==> src/rtl/jemc_pkg.sv <==
`default_nettype none

package jemc_pkg;

  localparam int unsigned LVL_W  = 7;
  localparam int unsigned LVL_AW = 3;

  localparam logic [15:0]      NOT_PRESENT = 16'd32511;
  localparam logic [LVL_W-1:0] LEVEL_MAX   = 7'd127;

  localparam logic [7:0] STICK1_CODE_BASE = 8'd21;
  localparam logic [7:0] STICK2_CODE_BASE = 8'd41;
  localparam logic [7:0] MOVE_BTN_OFFSET  = 8'd8;

  typedef enum logic [2:0] {
    ACT_S1_BTN_UP   = 3'd0,
    ACT_S1_BTN_DOWN = 3'd1,
    ACT_S2_BTN_UP   = 3'd2,
    ACT_S2_BTN_DOWN = 3'd3,
    ACT_S1_MOVE     = 3'd4,
    ACT_S1_Z        = 3'd5,
    ACT_S2_MOVE     = 3'd6,
    ACT_S2_Z        = 3'd7
  } action_e;

  typedef enum logic [2:0] {
    CFG_SCENE      = 3'd0,
    CFG_RELATIVE   = 3'd1,
    CFG_HORIZONTAL = 3'd2,
    CFG_DIRECT_BTN = 3'd3,
    CFG_STEP_SIZE  = 3'd4,
    CFG_GROUP_ONE  = 3'd5,
    CFG_GROUP_TWO  = 3'd6
  } cfg_idx_e;

  typedef struct packed {
    logic              en;
    logic [LVL_AW-1:0] addr;
  } lvl_rd_t;

  typedef struct packed {
    logic              en;
    logic [LVL_AW-1:0] addr;
    logic [LVL_W-1:0]  data;
  } lvl_wr_t;

  function automatic logic [7:0] axis_code(input logic [LVL_AW-1:0] k);
    logic [7:0] base;
    base = k[LVL_AW-1] ? STICK2_CODE_BASE : STICK1_CODE_BASE;
    return base + {6'd0, k[1:0]};
  endfunction

endpackage

`default_nettype wire

==> src/rtl/jemc_if.sv <==
`default_nettype none

interface jemc_in_if;
  logic        valid;
  logic        ready;
  logic [2:0]  action;
  logic [7:0]  button_bits;
  logic [15:0] x_pos;
  logic [15:0] y_pos;

  modport source (output valid, action, button_bits, x_pos, y_pos, input ready);
  modport sink   (input valid, action, button_bits, x_pos, y_pos, output ready);
endinterface

interface jemc_out_if;
  logic       valid;
  logic       ready;
  logic       valid_res;
  logic [7:0] scene_out;
  logic [7:0] control_id;
  logic [6:0] control_value;
  logic       direction;

  modport source (output valid, valid_res, scene_out, control_id, control_value,
                  direction, input ready);
  modport sink   (input valid, valid_res, scene_out, control_id, control_value,
                  direction, output ready);
endinterface

`default_nettype wire

==> src/rtl/jemc_lvl_mem.sv <==
`default_nettype none

module jemc_lvl_mem
  import jemc_pkg::*;
(
  input  wire logic             clk_i,
  input  wire logic             rst_ni,
  input  wire lvl_rd_t          rd_i,
  input  wire lvl_wr_t          wr_i,
  output logic [LVL_W-1:0]      rd_data_o
);

  localparam int unsigned DEPTH = 1 << LVL_AW;

  logic [LVL_W-1:0] mem [DEPTH];
  logic [DEPTH-1:0] vld_q;
  logic [LVL_W-1:0] rd_data_q;
  logic             rd_vld_q;
  logic             bypass;

  assign bypass = wr_i.en && (wr_i.addr == rd_i.addr);

  always_ff @(posedge clk_i) begin
    if (wr_i.en) begin
      mem[wr_i.addr] <= wr_i.data;
    end
  end

  always_ff @(posedge clk_i) begin
    if (rd_i.en) begin
      rd_data_q <= bypass ? wr_i.data : mem[rd_i.addr];
    end
  end

  always_ff @(posedge clk_i or negedge rst_ni) begin
    if (!rst_ni) begin
      vld_q    <= '0;
      rd_vld_q <= 1'b0;
    end else begin
      if (wr_i.en) begin
        vld_q[wr_i.addr] <= 1'b1;
      end
      if (rd_i.en) begin
        rd_vld_q <= bypass || vld_q[rd_i.addr];
      end
    end
  end

  // entries never written read as zero
  assign rd_data_o = rd_vld_q ? rd_data_q : '0;

endmodule

`default_nettype wire

==> src/rtl/joystick_event_to_midi_control.sv <==
// Turns joystick events into control records, one record per item. An item
// is taken every cycle when the output side keeps up; a record passes through
// stage 1 and the output register: the accept cycle reads the item's
// 7-bit axis level from an eight-entry one-read one-write memory; stage 1
// steps the level, writes it back and loads the output register when the
// output side can advance. A level written by one item and read by the very
// next item is bypassed at the memory read. Levels are zero after reset;
// configuration is to be written only while idle; the block does not enforce it.
`default_nettype none

module joystick_event_to_midi_control
  import jemc_pkg::*;
(
  input  wire logic   clk_i,
  input  wire logic   rst_ni,
  jemc_in_if.sink     in_ch,
  jemc_out_if.source  out_ch,
  input  wire logic   cfg_we_i,
  input  wire logic [2:0] cfg_idx_i,
  input  wire logic [7:0] cfg_data_i
);

  // configuration
  logic [7:0]       scene_q;
  logic             rel_q;
  logic             horiz_q;
  logic             direct_q;
  logic [LVL_W-1:0] step_q;
  logic [7:0]       grp1_q;
  logic [7:0]       grp2_q;

  always_ff @(posedge clk_i or negedge rst_ni) begin
    if (!rst_ni) begin
      scene_q  <= '0;
      rel_q    <= 1'b0;
      horiz_q  <= 1'b0;
      direct_q <= 1'b0;
      step_q   <= 7'd1;
      grp1_q   <= '0;
      grp2_q   <= '0;
    end else if (cfg_we_i) begin
      case (cfg_idx_e'(cfg_idx_i))
        CFG_SCENE:      scene_q  <= cfg_data_i;
        CFG_RELATIVE:   rel_q    <= cfg_data_i[0];
        CFG_HORIZONTAL: horiz_q  <= cfg_data_i[0];
        CFG_DIRECT_BTN: direct_q <= cfg_data_i[0];
        CFG_STEP_SIZE:  step_q   <= cfg_data_i[LVL_W-1:0];
        CFG_GROUP_ONE:  grp1_q   <= cfg_data_i;
        CFG_GROUP_TWO:  grp2_q   <= cfg_data_i;
        default: ;
      endcase
    end
  end

  // handshake
  logic in_acc;
  logic adv;
  logic s1_vld_q;
  logic out_vld_q;

  assign adv          = !out_vld_q || out_ch.ready;
  assign in_ch.ready  = !s1_vld_q || adv;
  assign in_acc       = in_ch.valid && in_ch.ready;

  // level address of the incoming item
  logic              in_use_x;
  logic [LVL_AW-1:0] in_k;

  assign in_use_x = in_ch.x_pos != NOT_PRESENT;
  assign in_k     = {in_ch.action[1], in_ch.action[0], !in_use_x};

  // stage 1 item
  logic [2:0]  s1_action_q;
  logic [7:0]  s1_bits_q;
  logic [15:0] s1_x_q;
  logic [15:0] s1_y_q;

  always_ff @(posedge clk_i) begin
    if (in_acc) begin
      s1_action_q <= in_ch.action;
      s1_bits_q   <= in_ch.button_bits;
      s1_x_q      <= in_ch.x_pos;
      s1_y_q      <= in_ch.y_pos;
    end
  end

  lvl_rd_t          lvl_rd;
  lvl_wr_t          lvl_wr;
  logic [LVL_W-1:0] old_lvl;

  assign lvl_rd.en   = in_acc;
  assign lvl_rd.addr = in_k;

  jemc_lvl_mem u_lvl_mem (
    .clk_i     (clk_i),
    .rst_ni    (rst_ni),
    .rd_i      (lvl_rd),
    .wr_i      (lvl_wr),
    .rd_data_o (old_lvl)
  );

  // stage 1 compute
  logic              is_axis;
  logic              is_down;
  logic [3:0]        act;
  logic [3:0]        btn;
  logic [7:0]        btn_base;
  logic              use_x;
  logic [15:0]       pos;
  logic              pos_nz;
  logic              both_absent;
  logic [LVL_AW-1:0] k;
  logic [7:0]        stick_base;
  logic              up;
  logic              exempt;
  logic [7:0]        sum_up;
  logic [LVL_W-1:0]  nv;
  logic              res_ok;
  logic [7:0]        res_id;
  logic [LVL_W-1:0]  res_val;
  logic              res_dir;

  always_comb begin
    is_axis     = s1_action_q >= ACT_S1_MOVE;
    is_down     = s1_action_q[0];
    act         = s1_bits_q[3:0] | s1_bits_q[7:4];
    btn         = act & (~act + 4'd1);
    btn_base    = (s1_action_q < ACT_S2_BTN_UP) ? grp1_q : grp2_q;
    use_x       = s1_x_q != NOT_PRESENT;
    pos         = use_x ? s1_x_q : s1_y_q;
    pos_nz      = pos != '0;
    both_absent = !use_x && (s1_y_q == NOT_PRESENT);
    k           = {s1_action_q[1], s1_action_q[0], !use_x};
    stick_base  = s1_action_q[1] ? grp2_q : grp1_q;
    up          = use_x ? pos_nz : !pos_nz;
    exempt      = horiz_q && use_x && !s1_action_q[0];
    sum_up      = {1'b0, old_lvl} + {1'b0, step_q};
    if (up) begin
      nv = (sum_up < {1'b0, LEVEL_MAX}) ? sum_up[LVL_W-1:0] : LEVEL_MAX;
    end else begin
      nv = (old_lvl > step_q) ? old_lvl - step_q : '0;
    end

    res_ok      = 1'b0;
    res_id      = '0;
    res_val     = '0;
    res_dir     = 1'b0;
    lvl_wr.en   = 1'b0;
    lvl_wr.addr = k;
    lvl_wr.data = nv;

    if (!is_axis) begin
      if (btn != '0) begin
        res_ok  = 1'b1;
        res_id  = btn_base + {4'd0, btn};
        res_val = is_down ? LEVEL_MAX : '0;
        res_dir = rel_q && is_down;
      end
    end else if (!both_absent) begin
      if (direct_q && !rel_q) begin
        res_ok  = 1'b1;
        res_id  = stick_base + MOVE_BTN_OFFSET + {5'd0, k[1:0], 1'b1} + {7'd0, pos_nz};
        res_val = LEVEL_MAX;
      end else if (rel_q || exempt || old_lvl == '0 || old_lvl != nv) begin
        res_ok    = 1'b1;
        res_id    = axis_code(k);
        res_val   = nv;
        res_dir   = rel_q && pos_nz;
        lvl_wr.en = s1_vld_q && adv;
      end
    end
  end

  // output register
  always_ff @(posedge clk_i or negedge rst_ni) begin
    if (!rst_ni) begin
      s1_vld_q  <= 1'b0;
      out_vld_q <= 1'b0;
    end else begin
      if (in_acc) begin
        s1_vld_q <= 1'b1;
      end else if (adv) begin
        s1_vld_q <= 1'b0;
      end
      if (adv) begin
        out_vld_q <= s1_vld_q;
      end
    end
  end

  logic             out_ok_q;
  logic [7:0]       out_scene_q;
  logic [7:0]       out_id_q;
  logic [LVL_W-1:0] out_val_q;
  logic             out_dir_q;

  always_ff @(posedge clk_i) begin
    if (adv && s1_vld_q) begin
      out_ok_q    <= res_ok;
      out_scene_q <= res_ok ? scene_q : '0;
      out_id_q    <= res_id;
      out_val_q   <= res_val;
      out_dir_q   <= res_dir;
    end
  end

  assign out_ch.valid         = out_vld_q;
  assign out_ch.valid_res     = out_ok_q;
  assign out_ch.scene_out     = out_scene_q;
  assign out_ch.control_id    = out_id_q;
  assign out_ch.control_value = out_val_q;
  assign out_ch.direction     = out_dir_q;

  // checks
  a_wr_only_on_advance: assert property (@(posedge clk_i) disable iff (!rst_ni)
    lvl_wr.en |-> (s1_vld_q && adv && is_axis))
    else $error("level written without an advancing item");

  a_accept_fills_stage: assert property (@(posedge clk_i) disable iff (!rst_ni)
    in_acc |=> s1_vld_q)
    else $error("accepted item lost before stage 1");

  a_empty_record_zero: assert property (@(posedge clk_i) disable iff (!rst_ni)
    (out_ch.valid && !out_ch.valid_res) |->
      (out_ch.scene_out == '0 && out_ch.control_id == '0 &&
       out_ch.control_value == '0 && !out_ch.direction))
    else $error("empty record carries nonzero fields");

endmodule

`default_nettype wire
==> src/flat_wrapper.sv <==
// flat-port wrapper written by rule: the top's interface ports become plain ports
module joystick_event_to_midi_control_flat import jemc_pkg::*;
  (clk_i, rst_ni, cfg_we_i, cfg_idx_i, cfg_data_i, in_ch_valid, in_ch_action, in_ch_button_bits, in_ch_x_pos, in_ch_y_pos, in_ch_ready, out_ch_valid, out_ch_valid_res, out_ch_scene_out, out_ch_control_id, out_ch_control_value, out_ch_direction, out_ch_ready);
  jemc_in_if in_ch_i ();
  jemc_out_if out_ch_i ();
  input  wire logic clk_i;
  input  wire logic rst_ni;
  input  wire logic cfg_we_i;
  input  wire logic [2:0] cfg_idx_i;
  input  wire logic [7:0] cfg_data_i;
  input wire logic [$bits(in_ch_i.valid)-1:0] in_ch_valid;
  input wire logic [$bits(in_ch_i.action)-1:0] in_ch_action;
  input wire logic [$bits(in_ch_i.button_bits)-1:0] in_ch_button_bits;
  input wire logic [$bits(in_ch_i.x_pos)-1:0] in_ch_x_pos;
  input wire logic [$bits(in_ch_i.y_pos)-1:0] in_ch_y_pos;
  output wire logic [$bits(in_ch_i.ready)-1:0] in_ch_ready;
  output wire logic [$bits(out_ch_i.valid)-1:0] out_ch_valid;
  output wire logic [$bits(out_ch_i.valid_res)-1:0] out_ch_valid_res;
  output wire logic [$bits(out_ch_i.scene_out)-1:0] out_ch_scene_out;
  output wire logic [$bits(out_ch_i.control_id)-1:0] out_ch_control_id;
  output wire logic [$bits(out_ch_i.control_value)-1:0] out_ch_control_value;
  output wire logic [$bits(out_ch_i.direction)-1:0] out_ch_direction;
  input wire logic [$bits(out_ch_i.ready)-1:0] out_ch_ready;
  assign in_ch_i.valid = in_ch_valid;
  assign in_ch_i.action = in_ch_action;
  assign in_ch_i.button_bits = in_ch_button_bits;
  assign in_ch_i.x_pos = in_ch_x_pos;
  assign in_ch_i.y_pos = in_ch_y_pos;
  assign in_ch_ready = in_ch_i.ready;
  assign out_ch_valid = out_ch_i.valid;
  assign out_ch_valid_res = out_ch_i.valid_res;
  assign out_ch_scene_out = out_ch_i.scene_out;
  assign out_ch_control_id = out_ch_i.control_id;
  assign out_ch_control_value = out_ch_i.control_value;
  assign out_ch_direction = out_ch_i.direction;
  assign out_ch_i.ready = out_ch_ready;
  joystick_event_to_midi_control u_core (.clk_i(clk_i), .rst_ni(rst_ni), .in_ch(in_ch_i), .out_ch(out_ch_i), .cfg_we_i(cfg_we_i), .cfg_idx_i(cfg_idx_i), .cfg_data_i(cfg_data_i));
endmodule
==> config.mk <==
export PLATFORM = sky130hd
export DESIGN_NAME = joystick_event_to_midi_control_flat
export DESIGN_NICKNAME = d
export VERILOG_FILES = /design/src/rtl/jemc_pkg.sv /design/src/rtl/jemc_if.sv /design/src/rtl/jemc_lvl_mem.sv /design/src/rtl/joystick_event_to_midi_control.sv /design/src/flat_wrapper.sv
export SDC_FILE = /design/constraint.sdc
export NUM_CORES = 1
export LEC_CHECK = 0
export BUFFER_PORTS_ARGS = -buffer_cell sky130_fd_sc_hd__buf_2
export CORE_UTILIZATION = 35
export CTS_CLUSTER_SIZE = 28
export DETAILED_ROUTE_END_ITERATION = 7
export HOLD_SLACK_MARGIN = 0.06
export PLACE_DENSITY_LB_ADDON = 0.25
export SLEW_MARGIN = 20
export SYNTH_ARGS = -nofsm -noshare
export SYNTH_HDL_FRONTEND = slang
export SYNTH_SLANG_ARGS = --single-unit
==> constraint.sdc <==
create_clock -name clk_i -period 4.1 [get_ports clk_i]
set_input_delay 0.615 -clock clk_i [delete_from_list [all_inputs] [get_ports clk_i]]
set_output_delay 0.615 -clock clk_i [all_outputs]
set_load 0.01 [all_outputs]
==> impl_metrics.ini <==
[finish]
fin_nets = 905
drive_gt1_share_pct = 30.2
area_growth_pct = 19.3
antenna_cells = 0

[detailed_routing]
post-route-drc-count = 0
num_vias = 6248
viasPerCell = 5.35
wl_per_cell_um = 18.6
first_pass_iters = 5
drtAntennaViolNets = 0
wl_mm = 21.7
drtIter0Drc = 370

[yosys]
synth_top_family_by_area = simple AND/OR/NAND/NOR gates
yosysTopAreaCell = edfxtp_1
synth_edf_count = 131
synth_simple_gate_area_share_pct = 13.1
synth_flop_cell = edfxtp_1
synth_area_per_cell_um2 = 12.8
syn-num-nets = 783
synth_mux_area_share_pct = 11.7
async_reset_ff_share_pct = 25.6
synthXorXnorAreaFrac_pct = 2.82
yosysSeqAreaShare_pct = 56.2
yosys_register_bits = 176
yosys-top-cells-area = edfxtp_1, dfrtp_1, mux2_2
yosys_warnings = 0
ys_types = 82
synth_area_um2 = 9010
synth_adder_area_share_pct = 3.08
synthCells = 703
synth_top_area_share_pct = 43.7
synth_compound_area_share_pct = 10.0

[placement]
dp_hpwl_mm = 16.0
gp_congestion = 0.920
dp_slack_ns = -0.0440
io_buffers = 85

[timing]
period_minus_slack_ns = 3.94
fin_ws_ns = 0.164
worst_hold_slack_ns = 0.283
finalSetupViolCount = 0
post-route-period-util_pct = 96.0
max-slew-margin-rel_pct = 40.9
clock.fmax_ghz = 0.254
final_max_slew_viol_count = 0
hold_violations = 0
worst_pin_slew_ns = 0.886
clock_skew_ns = 0.0139

[power]
power_mw = 5.68
swShare_pct = 33.8
ir_drop_uv = 274
p_clk_share_pct = 27.5
power.leakage_nw = 4.12
power_frac_seq_pct = 41.8
p_int_mw = 3.76
comb_power_share_pct = 30.7
switching_power_mw = 1.92
powerDensity_nw_per_um2 = 528

[floorplan]
ios = 86
die-width_um = 162
dieArea_um2 = 26400
die_h_um = 162
initial_core_util_pct = 35.8
core-area_um2 = 25200
rows = 58

[flow_run]
maxCapViolCount = 0

[grt]
grt_pass1_wl_mm = 34.0
antenna_found_initial = 1
grt_max_degree = 46
overflow = 0
grt_pass1_vias = 6221
track_usage_pct = 17.0

[clock_tree]
clkTransAtPathRegs_ns = 0.08
cts-root-buf = clkbuf_16
cts-htree-levels = 4
cts_tree = yes
clock-sinks = 176
cts_buffer_depth = 2
numCtsBuffers = 17
clkLatencyLatePin_ns = 0.43

[critical_path]
cp_cell_sequence = nand2_1, inv_1, ha_2, ha_2, a311o_1, o2111ai_1, and4_2, or3_1, a211oi_2, a22o_2, o21bai_1, nor4b_4, buf_6, or2_4, nor3_2, buf_4
worstPathMaxFanout = 9
cp_slowest_stage_delay_ns = 0.39
worstSetupEndpointType = flop
start_kind = flop
worstPathArrival_ns = 4.07
crit_path_frequent_cell = ha_2
slowest_stage = dfrtp_1
required_ns = 4.23
crit_type = reg2reg

[min_path]
min-delay-path-class = in2async

[outcome]
status = completed
-- worst paths after layout --
check / startpoint / end / slack (ns) / cells past startpoint
worst min register to register: u_core.u_lvl_mem.vld_q[3] / u_core.u_lvl_mem.vld_q[3] / 0.46 / 1
worst max-delay path: u_core.u_lvl_mem.rd_vld_q / u_core.u_lvl_mem.mem[7][1] / 0.16 / 16
min in group clk_i: in_ch_y_pos[13] / u_core.s1_y_q[13] / 0.36 / 1
worst max register to register: u_core.u_lvl_mem.rd_vld_q / u_core.u_lvl_mem.mem[7][1] / 0.16 / 16
worst min-delay path: rst_ni / u_core.grp2_q[6] / 0.28 / 2
max in group asynchronous: rst_ni / u_core.u_lvl_mem.vld_q[2] / 3.39 / 2
-- layout by cell type (no fill, tap or decap), drive strengths merged, types with 4 or more instances in the layout --
| master | netlist | final |
|---|---|---|
| a211oi | 5 | 5 |
| a21o | 12 | 12 |
| a21oi | 25 | 25 |
| a22oi | 6 | 6 |
| a31oi | 5 | 5 |
| and2 | 18 | 18 |
| and3 | 4 | 4 |
| buf | 10 | 133 |
| clkbuf | 21 | 17 |
| clkinv | 0 | 6 |
| dfrtp | 44 | 44 |
| edfxtp | 131 | 131 |
| ha | 19 | 19 |
| inv | 29 | 35 |
| mux2 | 36 | 36 |
| mux2i | 27 | 27 |
| mux4 | 16 | 16 |
| nand2 | 47 | 47 |
| nand2b | 15 | 15 |
| nand3 | 15 | 15 |
| nand4 | 16 | 16 |
| nand4b | 5 | 5 |
| nor2 | 27 | 27 |
| nor3 | 19 | 19 |
| nor4 | 15 | 15 |
| o211ai | 4 | 4 |
| o21ai | 31 | 31 |
| o22ai | 6 | 6 |
| or2 | 7 | 7 |
| xnor2 | 22 | 22 |
| xor2 | 7 | 7 |
-- synth_stat cells (all sizes together), types with 10 or more instances --
library cell,n
inv,29
nor2,27
mux2i,27
nor3,19
mux2,36
nand2b,15
buf,10
ha,19
clkbuf,21
o21ai,31
mux4,16
edfxtp,131
nand3,15
nand4,16
a21o,12
dfrtp,44
xnor2,22
a21oi,25
and2,18
nand2,47
nor4,15
-- flip-flops by register name (all words and copies together), names as in the netlist, 3 cells and up --
| name | flops |
|---|---|
| u_core.out_ch.control_value | 7 |
| u_core.s1_bits_q | 8 |
| u_core.out_ch.control_id | 8 |
| u_core.u_lvl_mem.vld_q | 8 |
| u_core.out_ch.scene_out | 8 |
| u_core.grp1_q | 8 |
| u_core.u_lvl_mem.rd_data_q | 7 |
| u_core.s1_action_q | 3 |
| u_core.scene_q | 8 |
| u_core.u_lvl_mem.mem | 56 |
| u_core.s1_x_q | 16 |
| u_core.step_q | 7 |
| u_core.s1_y_q | 16 |
| u_core.grp2_q | 8 |
-- critical path, delay by kind of cell, from the launching register on --
kind	cells	cell delay, ns
AOI/OAI and AO/OA	5	1.00
and+or+nand+nor	6	1.36
adders and majority gates	2	0.45
buffers and inverters	3	0.45
DFF	1	0.39
-- repair_timing --
action,4_1_cts,5_1_grt
cloned,0,1
hold buffers,0,0
endpoints found under the hold margin,0,0
gates resized for setup,5,15
buffers inserted,0,2
setup endpoints to repair,35,84
pin swaps,0,5
-- metrics by stage --
step / TNS, ns / cell area (um^2) / utilization [%] / cells
3_3_place_gp: -0.261 / 10000 / 39.9 / 1133
6_report: 0 / 10800 / 42.7 / 1167
2_1_floorplan: -1.39 / 9010 / - / 703
3_5_place_dp: -0.846 / 10000 / 39.9 / 1133
4_1_cts: 0 / 10600 / 42.2 / 1164
5_1_grt: -0.0122 / 10800 / 42.7 / 1167
-- kinds of logic after synthesis --
logic type | after synthesis
XOR/XNOR | 29
buffers and inverters | 60
adder cells (fa/ha/maj) | 21
multiplexers | 79
flip-flops | 176
AND/OR/NAND/NOR | 208
AO/OA/AOI/OAI | 130
-- power groups by stage --
stage	clock network, mW	logic [mW]	registers (mW)
after global routing	1.67	1.90	2.40
after detailed placement	0	1.67	2.41
final	1.56	1.74	2.37
after CTS	1.61	1.69	2.37
after floorplan	0	1.14	2.37
after global placement	0	1.67	2.41
-- routing by layer --
metal	part of all wire, %	GRT usage (%)
met1	45	22.1
met2	49	28.2
met3	4.2	3.23
met4	2.1	6.22
met5	0.060	0
-- layout make-up --
type / count / area, um^2
Timing Repair Buffer: 134 / 830
Fill cell: 2329 / 14400
Inverter: 29 / 111
Clock inverter: 14 / 146
Tap cell: 330 / 413
Sequential cell: 176 / 5060
Multi-Input combinational cell: 467 / 3760
Clock buffer: 17 / 425
No activity file was read; power rests on OpenSTA's default activity.
